<file path="src/sv/fslh_pkg.sv">
package fslh_pkg;

   localparam int unsigned LenWidth = 12;

   localparam logic [63:0] FNV_OFFSET     = 64'hcbf29ce484222325;
   localparam logic [63:0] FNV_PRIME_LOW  = 64'h00000000000001b3;
   localparam int unsigned FNV_PRIME_HIGH = 40;
   localparam logic [63:0] MIX_MUL_A      = 64'h7fb5d329728ea185;
   localparam logic [63:0] MIX_MUL_B      = 64'h81dadef4bc2dd44d;
   localparam logic [63:0] NULL_HASH      = 64'h8000000000000000;
   localparam logic [LenWidth-1:0] SHORT_LIMIT = 12'd8;
   localparam logic [LenWidth-1:0] LEN_RESET   = 12'd8;

   localparam int unsigned MIX_SHIFT_1 = 31;
   localparam int unsigned MIX_SHIFT_2 = 27;
   localparam int unsigned MIX_SHIFT_3 = 33;

   typedef enum logic [2:0] {
      MIX_IDLE,
      MIX_STEP_A,
      MIX_PREP_B,
      MIX_STEP_B,
      MIX_FINISH
   } mix_state_type;

   typedef struct packed {
      logic busy;
      logic done;
   } mix_status_type;

endpackage

</file>
<file path="src/sv/fslh_mul.sv">
// One multiply-accumulate step: acc + ((x * chunk) << 16*idx), low 64 bits.
module fslh_mul (
   input  logic [63:0] x,
   input  logic [15:0] chunk,
   input  logic [1:0]  idx,
   input  logic [63:0] acc,
   output logic [63:0] sum
);

   logic [63:0] prod;
   logic [63:0] shifted;

   assign prod    = x * {48'b0, chunk};
   assign shifted = prod << {idx, 4'b0000};
   assign sum     = acc + shifted;

endmodule

</file>
<file path="src/sv/fslh_mix.sv">
// 64-bit finalizer, sequenced over the shared 64x16 multiply step.
module fslh_mix (
   input  logic                    clock,
   input  logic                    reset,
   input  logic                    start,
   input  logic [63:0]             value,
   output fslh_pkg::mix_status_type status,
   output logic [63:0]             result
);

   fslh_pkg::mix_state_type state_ff, state_in;
   logic [63:0] x_ff, x_in;
   logic [63:0] acc_ff, acc_in;
   logic [1:0]  step_ff, step_in;
   logic [15:0] chunk;
   logic [63:0] mul_sum;

   fslh_mul u_mul (
      .x     (x_ff),
      .chunk (chunk),
      .idx   (step_ff),
      .acc   (acc_ff),
      .sum   (mul_sum)
   );

   always_comb begin
      state_in = state_ff;
      unique case (state_ff)
         fslh_pkg::MIX_IDLE: begin
            if (start) state_in = fslh_pkg::MIX_STEP_A;
         end
         fslh_pkg::MIX_STEP_A: begin
            if (step_ff == 2'd3) state_in = fslh_pkg::MIX_PREP_B;
         end
         fslh_pkg::MIX_PREP_B: state_in = fslh_pkg::MIX_STEP_B;
         fslh_pkg::MIX_STEP_B: begin
            if (step_ff == 2'd3) state_in = fslh_pkg::MIX_FINISH;
         end
         fslh_pkg::MIX_FINISH: state_in = fslh_pkg::MIX_IDLE;
         default: state_in = fslh_pkg::MIX_IDLE;
      endcase
   end

   always_comb begin
      x_in        = x_ff;
      acc_in      = acc_ff;
      step_in     = step_ff;
      chunk       = 16'b0;
      status.busy = 1'b1;
      status.done = 1'b0;
      result      = acc_ff ^ (acc_ff >> fslh_pkg::MIX_SHIFT_3);
      unique case (state_ff)
         fslh_pkg::MIX_IDLE: begin
            status.busy = 1'b0;
            x_in        = value ^ (value >> fslh_pkg::MIX_SHIFT_1);
            acc_in      = 64'b0;
            step_in     = 2'd0;
         end
         fslh_pkg::MIX_STEP_A: begin
            chunk   = fslh_pkg::MIX_MUL_A[{step_ff, 4'b0000} +: 16];
            acc_in  = mul_sum;
            step_in = step_ff + 2'd1;
         end
         fslh_pkg::MIX_PREP_B: begin
            x_in    = acc_ff ^ (acc_ff >> fslh_pkg::MIX_SHIFT_2);
            acc_in  = 64'b0;
            step_in = 2'd0;
         end
         fslh_pkg::MIX_STEP_B: begin
            chunk   = fslh_pkg::MIX_MUL_B[{step_ff, 4'b0000} +: 16];
            acc_in  = mul_sum;
            step_in = step_ff + 2'd1;
         end
         fslh_pkg::MIX_FINISH: status.done = 1'b1;
         default: status.busy = 1'b0;
      endcase
   end

   always_ff @(posedge clock) begin
      if (reset) begin
         state_ff <= fslh_pkg::MIX_IDLE;
         step_ff  <= 2'd0;
      end else begin
         state_ff <= state_in;
         step_ff  <= step_in;
      end
      x_ff   <= x_in;
      acc_ff <= acc_in;
   end

endmodule

</file>
<file path="src/sv/fixed_length_string_hash.sv">
// Byte words are taken one per cycle while the finalizer is idle and no result is stalled.
// Null strings and long (FNV-1a) strings: hash in the output register in the cycle after
// the completing word. Short strings (length <= 8): the finalizer runs 2 x 4 steps plus
// prep and finish on the shared 64x16 multiply unit; result at finish; req_tready low.
// Synchronous active-high reset: length 8, string state cleared, no result pending.
module fixed_length_string_hash (
   input  logic        clock,
   input  logic        reset,
   input  logic        req_tvalid,
   output logic        req_tready,
   input  logic [7:0]  req_tdata,   // [7:0] char_byte
   input  logic        req_tuser,   // [0] string_is_null
   output logic        rsp_tvalid,
   input  logic        rsp_tready,
   output logic [63:0] rsp_tdata,   // [63:0] hash_value
   input  logic        csr_valid,
   output logic        csr_ready,
   input  logic [11:0] csr_data     // [11:0] string_length
);

   function automatic logic [63:0] fnv_mul(input logic [63:0] x);
      return (x * fslh_pkg::FNV_PRIME_LOW) + (x << fslh_pkg::FNV_PRIME_HIGH);
   endfunction

   logic [fslh_pkg::LenWidth-1:0] length_ff;
   logic [fslh_pkg::LenWidth-1:0] count_ff, count_in;
   logic [63:0] acc_ff, acc_in;
   logic        stopped_ff, stopped_in;
   logic        rsp_valid_ff, rsp_valid_in;
   logic [63:0] rsp_data_ff, rsp_data_in;

   logic        accept;
   logic        short_mode;
   logic        first;
   logic [63:0] acc_base;
   logic        stopped_base;
   logic        str_done;
   logic        mix_start;
   fslh_pkg::mix_status_type mix_status;
   logic [63:0] mix_result;

   fslh_mix u_mix (
      .clock  (clock),
      .reset  (reset),
      .start  (mix_start),
      .value  (acc_in),
      .status (mix_status),
      .result (mix_result)
   );

   assign req_tready = !mix_status.busy && (!rsp_valid_ff || rsp_tready);
   assign accept     = req_tvalid && req_tready;
   assign csr_ready  = 1'b1;
   assign rsp_tvalid = rsp_valid_ff;
   assign rsp_tdata  = rsp_data_ff;

   assign short_mode   = length_ff <= fslh_pkg::SHORT_LIMIT;
   assign first        = count_ff == '0;
   assign acc_base     = first ? (short_mode ? 64'b0 : fslh_pkg::FNV_OFFSET) : acc_ff;
   assign stopped_base = first ? 1'b0 : stopped_ff;

   always_comb begin
      acc_in     = acc_base;
      stopped_in = stopped_base;
      if (short_mode) begin
         acc_in = {acc_base[55:0], req_tdata};
      end else if (!stopped_base) begin
         if (req_tdata == 8'h00) begin
            stopped_in = 1'b1;
         end else begin
            acc_in = fnv_mul(acc_base ^ {56'b0, req_tdata});
         end
      end
      count_in = count_ff + 12'd1;
   end

   // count_in >= 0 is always true, so a zero length completes on the first byte
   assign str_done  = count_in >= length_ff;
   assign mix_start = accept && !req_tuser && str_done && short_mode;

   always_comb begin
      rsp_valid_in = rsp_valid_ff;
      rsp_data_in  = rsp_data_ff;
      priority if (mix_status.done) begin
         rsp_valid_in = 1'b1;
         rsp_data_in  = mix_result;
      end else if (accept && req_tuser) begin
         rsp_valid_in = 1'b1;
         rsp_data_in  = fslh_pkg::NULL_HASH;
      end else if (accept && str_done && !short_mode) begin
         rsp_valid_in = 1'b1;
         rsp_data_in  = acc_in;
      end else if (rsp_tready) begin
         rsp_valid_in = 1'b0;
      end
   end

   always_ff @(posedge clock) begin
      if (reset) begin
         length_ff    <= fslh_pkg::LEN_RESET;
         count_ff     <= '0;
         stopped_ff   <= 1'b0;
         acc_ff       <= 64'b0;
         rsp_valid_ff <= 1'b0;
      end else begin
         rsp_valid_ff <= rsp_valid_in;
         if (csr_valid && csr_ready) begin
            length_ff  <= csr_data;
            count_ff   <= '0;
            stopped_ff <= 1'b0;
            acc_ff     <= 64'b0;
         end else if (accept) begin
            if (req_tuser || str_done) begin
               count_ff   <= '0;
               stopped_ff <= 1'b0;
               acc_ff     <= 64'b0;
            end else begin
               count_ff   <= count_in;
               stopped_ff <= stopped_in;
               acc_ff     <= acc_in;
            end
         end
      end
      rsp_data_ff <= rsp_data_in;
   end

endmodule

</file>
<file path="config.mk">
export PLATFORM = sky130hd
export DESIGN_NAME = fixed_length_string_hash
export DESIGN_NICKNAME = d
export VERILOG_FILES = /design/src/sv/fslh_pkg.sv /design/src/sv/fslh_mul.sv /design/src/sv/fslh_mix.sv /design/src/sv/fixed_length_string_hash.sv
export SDC_FILE = /design/constraint.sdc
export NUM_CORES = 2
export LEC_CHECK = 0
export BUFFER_PORTS_ARGS = -buffer_cell sky130_fd_sc_hd__clkbuf_2
export CELL_PAD_IN_SITES_DETAIL_PLACEMENT = 1
export CELL_PAD_IN_SITES_GLOBAL_PLACEMENT = 1
export CORE_MARGIN = 3
export CORE_UTILIZATION = 47
export CTS_CLUSTER_DIAMETER = 150
export CTS_CLUSTER_SIZE = 8
export DETAILED_ROUTE_END_ITERATION = 8
export PLACE_DENSITY_LB_ADDON = 0.1
export RECOVER_POWER = 25
export SLEW_MARGIN = 0
export SYNTH_ARGS = -nofsm -noshare
export SYNTH_HDL_FRONTEND = slang
export SYNTH_HIERARCHICAL = 1
export SYNTH_SLANG_ARGS = --single-unit
</file>
<file path="constraint.sdc">
create_clock -name clock -period 9.1 [get_ports clock]
set_input_delay 0.91 -clock clock [delete_from_list [all_inputs] [get_ports clock]]
set_output_delay 0.91 -clock clock [all_outputs]
set_load 0.005 [all_outputs]
</file>
# Word level (Yosys, flattened, before mapping)
# Index checks and enable logic that the tools add are counted.
[totals]
out_inout_bits = 67
regBits = 287
wordCells = 88
[classes]
mul = 2
eq_ne = 8
n_bitwise = 4
n_addsub = 4
shift = 3
n_mux = 29
reduce_logical = 26
order_cmp = 2
[ops]
columns = ["cell", "n"]
rows = [
  ["2-to-1 mux 64 bit", 9],
  ["one-hot mux 64 bit (2 select lines)", 2],
  ["adder 64 bit", 2],
  ["variable part select 64 x 7 -> 16 bit (first input constant)", 2],
  ["multiplier 64 x 16 -> 64 bit", 1],
  ["multiplier 64 x 9 -> 64 bit (second input constant)", 1],
  ["left shift 64 x 6 -> 64 bit", 1],
  ["XOR 64 x 31 -> 64 bit", 1],
  ["XOR 64 x 33 -> 64 bit", 1],
  ["XOR 64 x 37 -> 64 bit", 1],
  ["XOR 64 x 8 -> 64 bit", 1],
  ["one-hot mux 16 bit (2 select lines)", 1],
  ["adder 12 x 1 -> 12 bit (second input constant)", 1],
  ["greater-or-equal comparator 12 bit", 1],
  ["less-or-equal comparator 12 x 4 -> 1 bit (second input constant)", 1],
  ["zero test 12 bit", 1],
  ["2-to-1 mux 12 bit", 1],
  ["one-hot mux 3 bit (4 select lines)", 1],
  ["2-to-1 mux 1 bit", 11],
  ["2-to-1 mux 3 bit", 3],
  ["logical AND 1 bit", 8],
  ["zero test 8 bit", 1],
  ["equality test 3 x 2 -> 1 bit (second input constant)", 2],
  ["OR reduction 2 bit", 3],
  ["other kinds (15)", 21],
]

# Longest topological paths before layout
[depth]
depth_word = 12
ltp_mapped = 45
depth_no_buf = 40

# Cells and area by module
# Netlist, hierarchy kept.
[modules_own_cells]
columns = ["module", "seq_area_each_um2", "cells_each", "n_inst", "area_per_inst_um2"]
rows = [
  ["fslh_mul", 0.0, 3792, 1, 31193.7],
  ["fixed_length_string_hash", 3723.6, 2312, 1, 19986.7],
  ["fslh_mix", 3943.8, 477, 1, 6744.0],
]

# Worst setup path before layout
# No wires, ideal clock.
[synth_path]
path_kind = "reg2reg"
startpoint = "register u_mix.state_ff[0]"
endpoint = "register u_mix.acc_ff[61] (data pin)"
period_less_slack_ns = 10.004
arrival_time_ns = 9.749
n_path_buf = 4
setup_time_ns = 0.255
stages_incl_launch_ff = 41
setup_slack_ns = -0.904
path_cell_list = "dfxtp_1 -> nor2b_2 -> clkbuf_1 -> nand2_1 -> ha_1 -> nor2b_1 -> a211oi_1 -> clkbuf_1 -> clkbuf_1 -> nand2_1 -> fa_1 -> fa_1 -> inv_1 -> fa_1 -> fa_1 -> fa_1 -> inv_1 -> fa_1 -> [5 not listed] -> o2111ai_4 -> a31oi_4 -> o21ai_0 -> a31o_2 -> nor2_1 -> xor2_1 -> o221ai_1 -> ha_1 -> clkbuf_1 -> nand4_1 -> a2111oi_1 -> a211o_1 -> a21oi_2 -> o31ai_2 -> a221oi_2 -> o21ai_0 -> xor2_1 -> and2_1"
[synth_via]
elab_chain_len = 6
elab_cells_between_ends = 11
[synth_lines]
columns = ["item", "line_no", "source"]
rows = [
  ["start, declared", "fslh_mix.sv:11", "fslh_pkg::mix_state_type state_ff, state_in;"],
  ["start signal, assigned", "fslh_mix.sv:81", "state_ff <= fslh_pkg::MIX_IDLE;"],
  ["start signal, assigned", "fslh_mix.sv:84", "state_ff <= state_in;"],
  ["equality test 3 x 2 -> 1 bit / equality test 3 x 1 -> 1 bit (equally long branches)", "fslh_mix.sv:52", "unique case (state_ff)"],
  ["one-hot mux 16 bit (2 select lines) (*)", "fslh_mix.sv:52", ""],
  ["via u_mix.chunk[14]", "fslh_mix.sv:15", "logic [15:0] chunk;"],
  ["multiplier 64 x 16 -> 64 bit (*)", "fslh_mul.sv:13", "assign prod = x * {48'b0, chunk};"],
  ["left shift 64 x 6 -> 64 bit (*)", "fslh_mul.sv:14", "assign shifted = prod << {idx, 4'b0000};"],
  ["adder 64 bit (*)", "fslh_mul.sv:15", "assign sum = acc + shifted;"],
  ["via u_mix.mul_sum[61]", "fslh_mix.sv:16", "logic [63:0] mul_sum;"],
  ["one-hot mux 64 bit (2 select lines) (*)", "fslh_mix.sv:52", ""],
  ["end signal, assigned", "fslh_mix.sv:88", "acc_ff <= acc_in;"],
  ["end, declared", "fslh_mix.sv:13", "logic [63:0] acc_ff, acc_in;"],
]
# The timed path passes the listed nets; every way through them passes the cells marked *.
# A chain may end at the register's enable or synchronous reset.

# Worst setup path in the final report
[layout_path]
startpoint = "register u_mix.state_ff[0]"
endpoint = "register u_mix.acc_ff[63] (data pin)"
# Same word-level chain as after synthesis.

==> metrics.txt <==
Ports slightly above 90; antenna-violating nets left 0; final cell count without fillers 8894; Ys Warns 6; Finish-stage setup viols 36; Mapped Area 0.0579 mm^2; clk sinks 287; largest net degree at the start of global routing ~80; Clock transition at path regs 70 ps; RSZ-0062 raised after global routing yes; max_cap viols 0; GRT Overall Usage 0.376; H-tree levels 2; crit path DAT 10130 ps; max layer used met5; critical path type flip-flop to flip-flop; sequential share of the synthesized area 0.132; Async SR Flop Fraction 0; Clk Latency, worst-skew pair 580 ps; Total Die Area 0.127 mm^2; WP buf/inv 7; Final Instance Area just over 0.07 mm^2; final setup margin -698 ps; share of the synthesized area in the top cell type 0.337; met3 WL post-DR between 15000 and 20000 um; syn_nets around 8000; IO buf count 91; top post-synthesis cells by area fa_1 (34%), edfxtp_1 (10%), ha_1 (8.1%), inv_1 (7.6%), nand2_1 (5.9%); Critical Path Most Common Cell fa_1; FILL cells 13864; synthesized area per cell approximately 8.8 um^2; DR pass1 iterations 6; # rows 128; Commonest cells post-synth inv_1 (1168), fa_1 (974), nand2_1 (914), and2_1 (383), ha_1 (375); Longest Clk Path Bufs 3; Hold-fix buffers, CTS 0; Peak VDD IR 0.391 mV; Final Max Slew Viols 0; Reg power frac 0.129; starting DRC count in detailed routing 4231; drt wl/cell 27.7 um; Leak Pwr 33.1 nW; Mapped Cells 6581; clk_skew ~18 ps; Tmin final 9800 ps; HPWL Detailed 192000 um; crit-path max cell delay 590 ps; Pint about 9 mW; Worst slew margin 0.119; switching power between 10 and 15 mW; violated checks negative setup slack; number of flops mapped to enable cells by yosys 192; Crit path max-delay family adder cells; number of distinct library cells after synthesis 112; Final Cycle Share 1.08; initial cell density of the core 0.475; via count 51792; count of final hold-check violations 0; drt drc 0; Placed Cells 8654; Reg area 0.00767 mm^2; DIE WIDTH about 360 um; Max FO, Critical Path 9; met1 wire length 97400 um; count leader, synth inv_1; P&R area growth vs syn 22.8%; Max Clk Rate between 100 and 150 MHz; Final Wtd Congestion 0.968; Nets ~8600; Routed WL 247000 um; ys flop type edfxtp_1; Crit path required time ~9400 ps; Clk pwr share 0.070; Cell Area, Placed 0.0654 mm^2; initial antenna violation count 19; CTS Buf Count 41; grt ovf 0; vias per std cell 5.82; CTS root buf clkbuf_16; routed wl met2 116000 um; Sw Ratio 0.577; CP max-delay cell fa_1; Slew @ Worst Pin 1310 ps; outcome complete, but fails checks; combinational power share 0.802; Core Footprint 0.122 mm^2; Die H about 360 um; top cell type by total area after synthesis fa_1; final core utilization 0.583; CTS tree done; worst min-delay path class flip-flop to flip-flop; vias in the first global route 56126; startpoint types flip-flop; proportion of layout cells with a drive suffix above 1 0.218; total power 21.5 mW; global-route wire length before repair 358000 um; Power Density ~300 mW/mm^2; #FFs+latches synth roughly 290; crit path capture type flip-flop; area occupied by multi-input gates 0.0474 mm^2
-- worst reg2reg max path: cells and delay by family, from the launching register on --
| family | cells | cell delay, ps |
|---|---|---|
| buffers and inverters | 7 | 910 |
| adder cells (fa/ha/maj) | 9 | 3910 |
| AO/OA/AOI/OAI | 15 | 2890 |
| flip-flops | 1 | 330 |
| AND/OR/NAND/NOR | 6 | 1100 |
| XOR/XNOR | 3 | 430 |
-- power groups by stage --
stage,Combinational [mW],Sequential (mW),Clock [mW]
2_1_floorplan,8.82,2.58,0
3_3_place_gp,16.1,2.76,0
3_5_place_dp,16.3,2.76,0
4_1_cts,16.5,2.75,1.50
5_1_grt,18.0,2.79,1.55
6_report,17.3,2.77,1.50
-- placed cells by master, fill, tap and decap left out, drive strengths merged, types with 16 or more instances in the layout --
master and count:
and3 36, mux2 38, edfxtp 192, nand2b 25, o21a 24, inv 1167, a22oi 39, o21bai 31
mux2i 67, a22o 79, a21boi 16, a21o 105, a31oi 30, a21oi 293, nand4 50, buf 871
nor2b 19, and2 383, o211ai 33, o22ai 19, nor2 295, nand3 50, ha 375, clkbuf 169
o31ai 18, xnor2 221, a211oi 51, fa 974, xor2 121, nand2 915, o21ai 214, dfxtp 95
nor3 52
-- area by class of cell --
| type | instances | share of cell area |
|---|---|---|
| repair buffers | 972 | 0.119 |
| diodes | 7 | 0.000246 |
| well taps | 1625 | 0.0286 |
| flip-flops and latches | 287 | 0.108 |
| inverters | 1169 | 0.0617 |
| multi-input cells | 4762 | 0.666 |
| clock buffers | 70 | 0.0159 |
| clock inverters | 2 | 0.000651 |
-- registers in the layout, indices dropped and copies added, names as in the netlist --
register / flops
acc_ff: 64
stopped_ff: 1
length_ff: 12
u_mix/x_ff: 64
u_mix/step_ff: 2
count_ff: 12
u_mix/acc_ff: 64
rsp_tdata: 64
rsp_tvalid: 1
u_mix/state_ff: 3
-- worst paths after layout --
path                                                      from                              to  slack (ps)  cells past startpoint
worst min register to register         acc_ff[29]$_SDFFE_PP0P_         acc_ff[29]$_SDFFE_PP0P_         470                      1
worst max-delay path            u_mix/state_ff[0]$_SDFFE_PP0P_  u_mix/acc_ff[63]$_SDFFCE_PN0P_        -700                     40
worst min-delay path                   acc_ff[29]$_SDFFE_PP0P_         acc_ff[29]$_SDFFE_PP0P_         470                      1
worst max register to register  u_mix/state_ff[0]$_SDFFE_PP0P_  u_mix/acc_ff[63]$_SDFFCE_PN0P_        -700                     40
-- logic make-up (layout without fill, tap and decap cells) --
logic type / after synthesis / in the layout / synth area share
xor+xnor: 342 / 342 / 0.0517
fa+ha+maj: 1349 / 1349 / 0.418
compound gates: 1064 / 1064 / 0.123
mux: 105 / 105 / 0.0190
other cells: 1 / 8 / 0.0000647
simple gates: 1901 / 1901 / 0.153
buf+inv: 1532 / 2213 / 0.103
flops: 287 / 287 / 0.132
-- per-stage QoR --
stage	setup WS (ps)	setup TNS (ps)	hold slack [ps]
6_report	-698	-15040	468
4_1_cts	-571	-12260	469
3_3_place_gp	-729	-15470	449
5_1_grt	-1010	-25570	489
3_5_place_dp	-889	-21860	451
2_1_floorplan	2.17	0	434
-- repair_timing --
action,CTS,global route
pin swaps,192,251
gates cloned,9,7
endpoints found under the hold margin,0,0
setup endpoints to repair,43,44
resized for setup,289,406
buffers inserted,86,81
-- per-layer routing --
metal  vias up  global-route usage
met5         -                   0
met2      2093               0.618
li1      22201                   -
met3       634              0.0636
met1     26854               0.487
met4        10               0.169
Note: power is estimated with default switching activity, not from simulation.
